File: src/idq_pkg.sv
`timescale 1ns / 1ps

package idq_pkg;

  // Operation codes carried by an input item.
  typedef enum logic [2:0] {
    OP_PUSH_FRONT = 3'd0,
    OP_PUSH_BACK  = 3'd1,
    OP_POP_FRONT  = 3'd2,
    OP_POP_BACK   = 3'd3,
    OP_READ_FRONT = 3'd4,
    OP_READ_BACK  = 3'd5,
    OP_READ_INDEX = 3'd6
  } op_t;

  typedef enum logic [1:0] {
    ST_OK           = 2'd0,
    ST_EMPTY        = 2'd1,
    ST_OUT_OF_BOUND = 2'd2,
    ST_FULL         = 2'd3
  } status_t;

  localparam int OPCODE_W   = 3;
  localparam int VALUE_W    = 32;
  localparam int POSITION_W = 8;
  localparam int DATA_W     = 32;
  localparam int STATUS_W   = 2;
  localparam int COUNT_W    = 9;

endpackage

File: src/idq_ctrl.sv
`timescale 1ns / 1ps

module idq_ctrl
  import idq_pkg::*;
#(
  parameter int unsigned DEPTH = 256,
  localparam int unsigned AW   = $clog2(DEPTH)
) (
  input  logic                  clk,
  input  logic                  rst_n,
  input  logic                  accept,
  input  logic [OPCODE_W-1:0]   opcode,
  input  logic [POSITION_W-1:0] position,
  output logic                  wr_en,
  output logic [AW-1:0]         wr_addr,
  output logic                  rd_en,
  output logic [AW-1:0]         rd_addr,
  output logic                  out_strobe,
  output logic [STATUS_W-1:0]   out_status,
  output logic [COUNT_W-1:0]    out_count
);

  localparam int unsigned CW  = AW + 1;
  localparam int unsigned AW1 = AW + 1;
  localparam int unsigned OW  = (CW > POSITION_W) ? CW : POSITION_W;

  logic [AW-1:0] head_r, head_nxt;
  logic [CW-1:0] count_r, count_nxt;
  logic          strobe_r;
  status_t       status_r, status_nxt;

  logic [AW-1:0] head_dec, head_inc;
  logic          is_full, is_empty, pos_out;
  op_t           op;

  // Ring slot of a logical offset from the front; offsets stay below DEPTH.
  function automatic logic [AW-1:0] slot(input logic [AW-1:0] head,
                                         input logic [AW-1:0] off);
    logic [AW1-1:0] sum;
    sum = {1'b0, head} + {1'b0, off};
    if (sum >= AW1'(DEPTH)) begin
      sum = sum - AW1'(DEPTH);
    end
    return sum[AW-1:0];
  endfunction

  assign op       = op_t'(opcode);
  assign is_full  = (count_r == CW'(DEPTH));
  assign is_empty = (count_r == '0);
  assign pos_out  = (OW'(position) >= OW'(count_r));
  assign head_dec = (head_r == '0) ? AW'(DEPTH - 1) : head_r - AW'(1);
  assign head_inc = (head_r == AW'(DEPTH - 1)) ? '0 : head_r + AW'(1);

  always_comb begin
    head_nxt   = head_r;
    count_nxt  = count_r;
    status_nxt = ST_OK;
    wr_en      = 1'b0;
    wr_addr    = head_dec;
    rd_en      = 1'b0;
    rd_addr    = head_r;
    if (accept) begin
      unique case (op)
        OP_PUSH_FRONT: begin
          if (is_full) begin
            status_nxt = ST_FULL;
          end else begin
            wr_en     = 1'b1;
            wr_addr   = head_dec;
            head_nxt  = head_dec;
            count_nxt = count_r + CW'(1);
          end
        end
        OP_PUSH_BACK: begin
          if (is_full) begin
            status_nxt = ST_FULL;
          end else begin
            wr_en     = 1'b1;
            wr_addr   = slot(head_r, count_r[AW-1:0]);
            count_nxt = count_r + CW'(1);
          end
        end
        OP_POP_FRONT: begin
          if (is_empty) begin
            status_nxt = ST_EMPTY;
          end else begin
            rd_en     = 1'b1;
            rd_addr   = head_r;
            head_nxt  = head_inc;
            count_nxt = count_r - CW'(1);
          end
        end
        OP_POP_BACK: begin
          if (is_empty) begin
            status_nxt = ST_EMPTY;
          end else begin
            rd_en     = 1'b1;
            rd_addr   = slot(head_r, AW'(count_r - CW'(1)));
            count_nxt = count_r - CW'(1);
          end
        end
        OP_READ_FRONT: begin
          if (is_empty) begin
            status_nxt = ST_EMPTY;
          end else begin
            rd_en   = 1'b1;
            rd_addr = head_r;
          end
        end
        OP_READ_BACK: begin
          if (is_empty) begin
            status_nxt = ST_EMPTY;
          end else begin
            rd_en   = 1'b1;
            rd_addr = slot(head_r, AW'(count_r - CW'(1)));
          end
        end
        OP_READ_INDEX: begin
          if (pos_out) begin
            status_nxt = ST_OUT_OF_BOUND;
          end else begin
            rd_en   = 1'b1;
            rd_addr = slot(head_r, AW'(position));
          end
        end
        default: begin
          status_nxt = ST_OK;
        end
      endcase
    end
  end

  always_ff @(posedge clk) begin
    if (!rst_n) begin
      head_r   <= '0;
      count_r  <= '0;
      strobe_r <= 1'b0;
    end else begin
      head_r   <= head_nxt;
      count_r  <= count_nxt;
      strobe_r <= accept;
    end
  end

  always_ff @(posedge clk) begin
    status_r <= status_nxt;
  end

  // The count register already holds the post-operation value during the
  // result cycle, since any following item only updates it at the next edge.
  assign out_strobe = strobe_r;
  assign out_status = status_r;
  assign out_count  = COUNT_W'(count_r);

endmodule
File: config.mk
export PLATFORM = sky130hd
export DESIGN_NAME = idq_ctrl
export DESIGN_NICKNAME = d
export VERILOG_FILES = /design/src/idq_pkg.sv /design/src/idq_ctrl.sv
export SDC_FILE = /design/constraint.sdc
export NUM_CORES = 1
export LEC_CHECK = 0
export ABC_AREA = 1
export BUFFER_PORTS_ARGS = -buffer_cell sky130_fd_sc_hd__clkbuf_2
export CAP_MARGIN = 10
export CORE_MARGIN = 1.5
export CORE_UTILIZATION = 30
export CTS_CLUSTER_SIZE = 20
export DETAILED_ROUTE_END_ITERATION = 16
export HOLD_SLACK_MARGIN = 0.1
export SLEW_MARGIN = 10
export SYNTH_ARGS = -nofsm -noshare
export SYNTH_HDL_FRONTEND = slang
export SYNTH_SLANG_ARGS = --single-unit
File: constraint.sdc
create_clock -name clk -period 3.1 [get_ports clk]
set_input_delay 0.31 -clock clk [delete_from_list [all_inputs] [get_ports clk]]
set_output_delay 0.31 -clock clk [all_outputs]
set_load 0.03 [all_outputs]
# Yosys cells after proc, flatten, opt, wreduce, memory -nomap -nowiden
# Cells that the tools add are included.
classes:
  add_sub_neg: 10
  multipliers: 0
  div: 0
  n_lt_le_gt_ge: 4
  n_eq_ne: 12
  shifts: 0
  n_mux: 29
  bitwise_logic: 0
  n_reduce_logical: 11
ops:
  columns: ["cell", "count"]
  rows:
  - ["$mux 8", 13]
  - ["$pmux 8 s2", 2]
  - ["$sub 8x1->8 const B", 4]
  - ["$add 8x8->9", 3]
  - ["$ge 9x9->1 const B", 3]
  - ["$mux 9", 2]
  - ["$pmux 9 s2", 1]
  - ["$add 9x1->9 const B", 1]
  - ["$eq 3x3->1 const B", 3]
  - ["$eq 9x9->1 const B", 1]
  - ["$ge 8x9->1", 1]
  - ["$logic_not 9->1", 1]
  - ["$sub 9x1->9 const B", 1]
  - ["$add 8x1->8 const B", 1]
  - ["$eq 8x8->1 const B", 1]
  - ["$logic_not 8->1", 1]
  - ["$ne 2x2->1 const B", 4]
  - ["$reduce_and 4->1", 2]
  - ["$mux 1", 7]
  - ["$eq 3x2->1 const B", 2]
  - ["$pmux 2 s3", 1]
  - ["$reduce_or 2->1", 3]
  - ["$mux 2", 2]
  - ["$reduce_bool 2->1", 2]
  - ["4 further kinds", 4]
word_totals:
  reg_bits: 20
  latchBits: 0
  ram_bits: 0
  rom_bits: 0
  inputBits: 14
  output_inout_bits: 30
  wordCells: 70
  memories: 0

# Logic depth before layout (Yosys ltp)
# Gate-level depths: netlist of run 1.
logic_depth:
  ltp_word: 7
  mapped_depth: 22
  depth_no_buf: 22

# Worst setup path before layout of run 1
# Ideal clock, no wire load.
synth_timing:
  path_kind: "register to output"
  from: "register count_r[0] (netlist: out_count[0])"
  to: "output wr_addr[6]"
  arrival_time_ns: 2.863
  t_required_ns: 2.790
  setup_slack_ns: -0.073
  path_stages_with_launch: 10
  path_buffers: 0
  path_cell_list: "dfxtp_1 -> inv_1 -> ha_1 -> nand2_4 -> nor2_8 -> nand3_4 -> nor2_4 -> nor4_2 -> nand2_1 -> o21ai_0"
synth_between:
  elab_chain_cells: 6
  elab_cells_between_ends: 8
  classes_between: "add/sub (2); order compare (1); eq/ne (1); mux (4)"
synth_rtl:
  columns: ["element", "line", "text"]
  rows:
  - ["start: declaration", "idq_ctrl.sv:28", "logic [CW-1:0] count_r, count_nxt;"]
  - ["start signal: assignment", "idq_ctrl.sv:140", "count_r <= count_nxt;"]
  - ["$add 8x8->9", "idq_ctrl.sv:40", "sum = {1'b0, head} + {1'b0, off};"]
  - ["$sub 8x1->8 / $ge 9x9->1 (equally long branches)", "idq_ctrl.sv:42, idq_ctrl.sv:41", null]
  - ["$mux 8", "idq_ctrl.sv:41", "if (sum >= AW1'(DEPTH)) begin"]
  - ["$mux 8 *", "idq_ctrl.sv:75", "if (is_full) begin"]
  - ["$mux 8 *", null, null]
  - ["$mux 8 *", "idq_ctrl.sv:62", "if (accept) begin"]
  - ["end: declaration", "idq_ctrl.sv:15", "output logic [AW-1:0] wr_addr,"]
# Every way passes the cells marked *; elsewhere a longest branch is shown, timed or not.

# Worst setup path in the final report of run 1
layout_timing:
  from: "register count_r[1] (netlist: out_count[1])"
  to: "output rd_addr[7]"
layout_between:
  elab_chain_cells: 7
  elab_cells_between_ends: 11
  classes_between: "add/sub (3); order compare (2); mux (5); reduce/logical (1)"
layout_rtl:
  columns: ["element", "line", "text"]
  rows:
  - ["$sub 9x1->9", "idq_ctrl.sv:98, idq_ctrl.sv:115", null]
  - ["$add 8x8->9", "idq_ctrl.sv:40", null]
  - ["$sub 8x1->8 / $ge 9x9->1 (equally long branches)", "idq_ctrl.sv:42, idq_ctrl.sv:41", null]
  - ["$mux 8", "idq_ctrl.sv:41", null]
  - ["$mux 8", "idq_ctrl.sv:111", "if (is_empty) begin"]
  - ["$pmux 8 s2 *", "idq_ctrl.sv:63", "unique case (op)"]
  - ["$mux 8 *", "idq_ctrl.sv:62", null]
  - ["end: declaration", "idq_ctrl.sv:17", "output logic [AW-1:0] rd_addr,"]
# Marked as above.

==> results of run 1 <==
-- routing by layer --
| layer | wire (um) | vias up |
|---|---|---|
| met2 | 4120 | 71 |
| met4 | 46 | 0 |
| met3 | 544 | 2 |
| met1 | 4580 | 1449 |
| li1 | - | 1725 |
| met5 | 0 | - |
-- worst reg2reg max path: stages, from the launching register on --
cell,delay [ns]
dfxtp_1,0.70
inv_1,0.19
nand2_1,0.11
nor2_1,0.05
nand4_1,0.20
inv_1,0.12
nor2_1,0.19
o22ai_1,0.11
nor2_1,0.10
nor2_1,0.06
-- logic make-up after synthesis --
kind of cell	after synthesis
xor+xnor	28
simple gates	228
compound gates	103
buf+inv	73
fa+ha+maj	37
flops	20
-- timing repair --
item                                    in CTS  in global routing
hold buffers                                 0                  0
gates resized for setup                      6                 12
buffers inserted                             0                  3
pin swaps                                    1                  2
endpoints found under the setup margin       1                  3
-- power by group through the flow --
stage,Clock (uW),Combinational [uW],Sequential (uW)
final,201,798,304
after global routing,221,890,307
after CTS,206,764,302
after detailed placement,0,754,308
after global placement,0,750,307
after floorplan,0,536,323
-- layout by cell type (no fill, tap or decap), types with 3 or more instances in the layout --
master,instances
fa_1,3
inv_1,59
nand4_1,10
xor2_1,22
o22ai_1,4
ha_4,3
o21ai_1,15
nand3_1,25
a31oi_1,4
nor2_1,38
xnor2_1,5
clkbuf_8,4
nand2_1,137
o21ai_0,34
inv_2,4
dfxtp_1,17
clkbuf_2,42
dfxtp_2,3
buf_4,16
a21oi_1,38
ha_1,31
-- synthesized netlist by cell type (all sizes together) --
library cell  instances
a21o                  2
a21oi                40
nand3                29
o22ai                 4
xor2                 23
fa                    3
a31oi                 4
inv                  64
clkinv                1
o31ai                 1
ha                   34
o211ai                2
buf                   8
a21boi                1
nor4                  1
o21ai                49
xnor2                 5
nand2               140
or2                   2
dfxtp                20
nor3                  3
nand3b                1
nand4                11
nor2                 41
-- stage by stage --
step	setup WS, ns	setup TNS, ns	cell area (um2)
after floorplan	0.0154	0	3030
after global placement	0.198	0	3440
after detailed placement	0.158	0	3440
after CTS	0.000224	0	3510
after global routing	-0.0196	-0.0196	3590
final	0.187	0	3590
-- final cells by class --
class | count | share of cell area, %
multi-input cells | 396 | 66.2
inverters | 65 | 6.87
flip-flops and latches | 20 | 11.3
well taps | 133 | 4.64
repair buffers | 59 | 9.52
clock buffers | 4 | 1.53
-- registers in the layout, summed over array words and instances (netlist names) --
name	cells
head_r	8
out_count	9
out_status	2
out_strobe	1
-- final timing paths --
kind,from,end,slack [ns],depth (start not counted)
max,out_count[1]$_SDFFE_PN0P_,rd_addr[7],0.19,22
min,accept,out_strobe$_SDFF_PN0_,0.30,3
max reg2reg,head_r[3]$_SDFFE_PN0P_,head_r[3]$_SDFFE_PN0P_,1.17,9
min reg2reg,out_count[8]$_SDFFE_PN0P_,out_count[8]$_SDFFE_PN0P_,0.56,2
==> results.yml, run 1 <==
setup_path:
  path_buf_inv: 4
  endpoint_kind: "output port"
  path_cells: "inv_2 -> ha_4 -> nand2_4 -> nor2_8 -> nand3_2 -> nand2_1 -> inv_1 -> or2_4 -> ha_4 -> nand2_1 -> inv_1 -> nand2_1 -> nor2_1 -> nor2_1 -> nand2_1 -> nand3_1 -> nand2_1 -> nand3_1 -> nand2_1 -> nand2_1 -> nand2_1 -> buf_6"
  cpPeakStageDelay_ns: 0.32
  setup.worst_path.start_class: "flip-flop"
  cp_data_required_time_ns: 2.79
  cp_common_cell: "nand2_1"
  slowest_stage: "dfxtp_1"
  worst-path-max-fanout: 4
  cp_top_family: "simple AND/OR/NAND/NOR gates"
  crit_arrival_ns: 2.60
  crit_type: "flip-flop to output port"
cts:
  cts_root_buf: "clkbuf_8"
  numCtsBuffers: 3
  clk_latency_ns: 0.26
  h-tree-depth: 1
  cts_tree: "yes"
  clkSinkCount: 20
  clk_pin_slew_ns: 0.08
  clockBufferDepth: 2
floorplanning:
  core_mm2: 0.00977
  die_h_um: 103
  initial_utilization_pct: 31.0
  die-area_mm2: 0.0107
  rows: 36
  dieWidth_um: 103
  io_pins: 44
grt:
  grtUsageMet1_pct: 25.3
  antenna_found_initial: 0
  grt.total_usage_pct: 18.0
  grt-ovfl-total: 0
  use_met3_pct: 3.16
  grt_pass1_wl_um: 14900
  grt_pass1_vias: 2978
  grt_max_degree: 18
  top_usage_layer: "met2"
  use_met2_pct: 30.0
power:
  peakVddDrop_v: 0.000194
  intPower_uw: 670
  switching_share_pct: 48.5
  clkPwrFrac_pct: 15.4
  pwr-share-seq_pct: 23.3
  p_comb_share_pct: 61.3
  switchingPower_uw: 632
  powerDensity_mw_per_mm2: 363
  power_uw: 1300
  power_leakage_uw: 0.00183
route:
  routedWlPerCell_um: 13.7
  vias: 3247
  wirelength_um: 9290
  drt_iter0_drc: 159
  drt-vias-per-instance: 4.80
  ant_nets: 0
  route.detailed.drc: 0
  drt-pass1-iter-count: 4
sta:
  slew_headroom_pct: 60.6
  finalHoldViolations: 0
  fmax_ghz: 0.343
  final.min_clock_period_ns: 2.91
  setup_viol: 0
  finalCritPeriodShare_pct: 94.0
  tightest_slew_ns: 0.590
  rsz0062_at_grt: "true"
  hold_slack_ns: 0.302
  final-max-slew-violation-count: 0
  finClkSkew_ns: 0.00417
synth:
  synth-compound-area-share_pct: 18.1
  syn-num-nets: 540
  synth_top_area_share_pct: 17.1
  ys_seq_elements: 20
  synthAdderAreaFrac_pct: 16.0
  synthTopCellsByArea: "nand2_1 (17%), ha_1 (14%), dfxtp_1 (13%)"
  synthSimpleGateAreaFrac_pct: 34.2
  netlist_area_mm2: 0.00303
  yosysWarnings: 0
  syn-instance-count: 489
  muxShareOfSynthArea_pct: 0
  synth_top_family_by_area: "simple AND/OR/NAND/NOR gates"
  synth_top_area_cell: "nand2_1"
  synth_xor_area_share_pct: 8.10
  syn_avg_cell_area_um2: 6.19
  synth_cell_types: 39
  ys_seq_area_share_pct: 13.2
final_layout:
  seqCellArea_um2: 404
  nets: 596
  area_delta_synth_final_pct: 18.5
  fillers: 1074
  multi_input_area_mm2: 0.00237
  drive_gt1_share_pct: 17.3
  finalNonFillerCells: 677
  final_util_pct: 36.7
  n_antenna_cell: 0
outcome:
  status: "complete, no violations"
placement:
  port_buffers: 43
  hpwl_um: 7590
  routabilityCongestion: 0.879
  place_inst: 670
min_path:
  hold_class: "input port to flip-flop"
run:
  cap_viol_max_count: 0
(Power assumes the default switching activity.)
==> inputs of run 2 (changes only) <==
ABC_AREA = unset   (was 1)
==> run 2 against run 1 <==
  * Via count fell by 5.6%
  * Final cell count fell by 19%
  * Count of clock-buffer cells in the layout did not move
==> results.yml, run 2 <==
grt:
  grt_max_degree: 17
  use_met2_pct: 30.2
  grt_pass1_vias: 2821
  antenna_found_initial: 0
  grt_pass1_wl_um: 14400
  grt-ovfl-total: 0
  grt.total_usage_pct: 18.4
  grtUsageMet1_pct: 24.4
  top_usage_layer: "met2"
  use_met3_pct: 4.08
setup_path:
  crit_arrival_ns: 2.69
  endpoint_kind: "output port"
  reg2reg_depth: 7
  worst-path-max-fanout: 4
  setup.worst_path.start_class: "flip-flop"
  cp_data_required_time_ns: 2.79
  r2r_setup_slack_ns: 0.69
  crit_type: "flip-flop to output port"
cts:
  cts_tree: "yes"
  numCtsBuffers: 3
  clockBufferDepth: 2
  clk_pin_slew_ns: 0.09
  ctsHoldBuffers: 0
  clk_latency_ns: 0.27
  cts_root_buf: "clkbuf_8"
  clkSinkCount: 20
  h-tree-depth: 1
route:
  wirelength_um: 9360
  drt-pass1-iter-count: 5
  route.detailed.drc: 0
  drt_iter0_drc: 142
  routedWlPerCell_um: 17.1
  drt-vias-per-instance: 5.60
  vias: 3064
  ant_nets: 0
sta:
  final.min_clock_period_ns: 3.00
  tightest_slew_ns: 0.873
  finClkSkew_ns: 0.00890
  finalCritPeriodShare_pct: 96.9
  slew_headroom_pct: 41.2
  fmax_ghz: 0.333
  setup_viol: 0
  finalHoldViolations: 0
  hold_slack_ns: 0.295
  final-max-slew-violation-count: 0
final_layout:
  fillers: 995
  layout_common_cells: "nor2_1 (40), clkbuf_2 (40), nand2_1 (36)"
  area_delta_synth_final_pct: 20.4
  nets: 491
  n_antenna_cell: 0
  drive_gt1_share_pct: 22.6
  largest_reg_flops: 9
synth:
  syn-instance-count: 383
  syn_avg_cell_area_um2: 7.28
  netlist_area_mm2: 0.00279
  ys_seq_area_share_pct: 14.4
  synth_top_area_share_pct: 15.3
  synth_top_area_cell: "ha_1"
  yosysWarnings: 0
  async_reset_ff_share_pct: 0
  synth_edf_count: 0
  syn-num-nets: 434
  ys_seq_elements: 20
  synth_ff_type: "dfxtp_1"
  synthTopCellsByArea: "ha_1 (15%), dfxtp_1 (14%), xnor2_1 (8.2%)"
  synth_cell_types: 55
  synth_commonest_cells: "nor2_1 (40), nand2_1 (36), ha_1 (34)"
  synth.most_common_cell: "nor2_1"
floorplanning:
  die_h_um: 99.4
  dieWidth_um: 99.4
  rows: 34
  core_mm2: 0.00885
  initial_utilization_pct: 31.5
  io_pins: 44
  die-area_mm2: 0.00988
power:
  peakVddDrop_v: 0.000153
  p_comb_share_pct: 58.8
  power_uw: 1240
  pwr-share-seq_pct: 23.8
  powerDensity_mw_per_mm2: 371
  switchingPower_uw: 566
  clkPwrFrac_pct: 17.4
  switching_share_pct: 45.5
  intPower_uw: 679
  power_leakage_uw: 0.00152
placement:
  hpwl_um: 7270
  port_buffers: 43
  routabilityCongestion: 0.930
min_path:
  hold_class: "input port to flip-flop"
  holdPathStages: 2
run:
  cap_viol_max_count: 0
outcome:
  status: "complete, no violations"
-- run 2: cell types whose count changed after synthesis, sizes merged, moves of 7 or more --
cell / change
a211oi: +7
a21oi: -8
inv: -43
nand2: -104
nand2b: +7
nand3: -16
nand4: -8
o21ai: -17
xnor2: +21
xor2: -14
-- run 2: critical path, stage by stage, from the launching register on --
cell      delay, ns
dfxtp_2        0.34
nor3_4         0.23
buf_4          0.15
nand2_1        0.08
xnor2_1        0.17
ha_2           0.20
a2111o_1       0.42
o22ai_2        0.16
xnor2_1        0.08
o22ai_1        0.11
nand3_1        0.14
xnor2_2        0.19
buf_6          0.15
-- run 2: power by group through the flow --
stage | clock [uW] | sequential (uW) | combinational (uW)
after global placement | 0 | 300 | 676
after floorplan | 0 | 317 | 493
after CTS | 221 | 295 | 699
final | 217 | 297 | 731
after global routing | 233 | 299 | 795
after detailed placement | 0 | 300 | 683
-- run 2: layer usage --
metal	up-vias	wire, um
li1	1481	-
met1	1451	4140
met2	116	4400
met3	16	647
met4	0	171
met5	-	0
-- run 2: through the flow --
step	TNS [ns]	area (um2)	worst slack, ns	utilization (%)	std cells
after floorplan	-0.150	2800	-0.0749	-	383
after global placement	0	3190	0.164	36.1	538
after detailed placement	0	3190	0.155	36.1	538
after CTS	-0.00352	3280	-0.00352	37.1	543
after global routing	-0.0453	3360	-0.0367	37.9	547
final	0	3360	0.0956	37.9	547
-- run 2: layout make-up --
type                    instances  area (um2)  area share, %
inverters                      22        85.1           2.53
multi-input cells             326        2270           67.6
flip-flops and latches         20         407           12.1
clock buffers                   4        55.1           1.64
well taps                     108         135           4.03
repair buffers                 67         404           12.0
-- run 2: final timing paths --
| path | end | start |
|---|---|---|
| setup / recovery | rd_addr[7] | out_count[3]$_SDFFE_PN0P_ |
| hold reg to reg | out_status[1]$_SDFF_PN0_ | out_count[8]$_SDFFE_PN0P_ |
| hold / removal | out_strobe$_SDFF_PN0_ | rst_n |
| setup reg to reg | head_r[3]$_SDFFE_PN0P_ | head_r[3]$_SDFFE_PN0P_ |
-- run 2: kinds of logic (layout without fill, tap and decap cells) --
| kind of cell | Yosys count | in the layout | share of synthesized area [%] |
|---|---|---|---|
| buffers and inverters | 37 | 93 | 6.42 |
| flip-flops | 20 | 20 | 14.4 |
| XOR/XNOR | 35 | 35 | 11.0 |
| AO/OA/AOI/OAI | 115 | 115 | 25.9 |
| multiplexers | 4 | 4 | 1.44 |
| adder cells (fa/ha/maj) | 37 | 37 | 17.4 |
| AND/OR/NAND/NOR | 135 | 135 | 23.4 |
-- run 2: repair_timing --
item / 4_1_cts / 5_1_grt
setup endpoints to repair: 2 / 9
resized for setup: 6 / 20
setup buffers: 1 / 4
pin swaps: 2 / 10
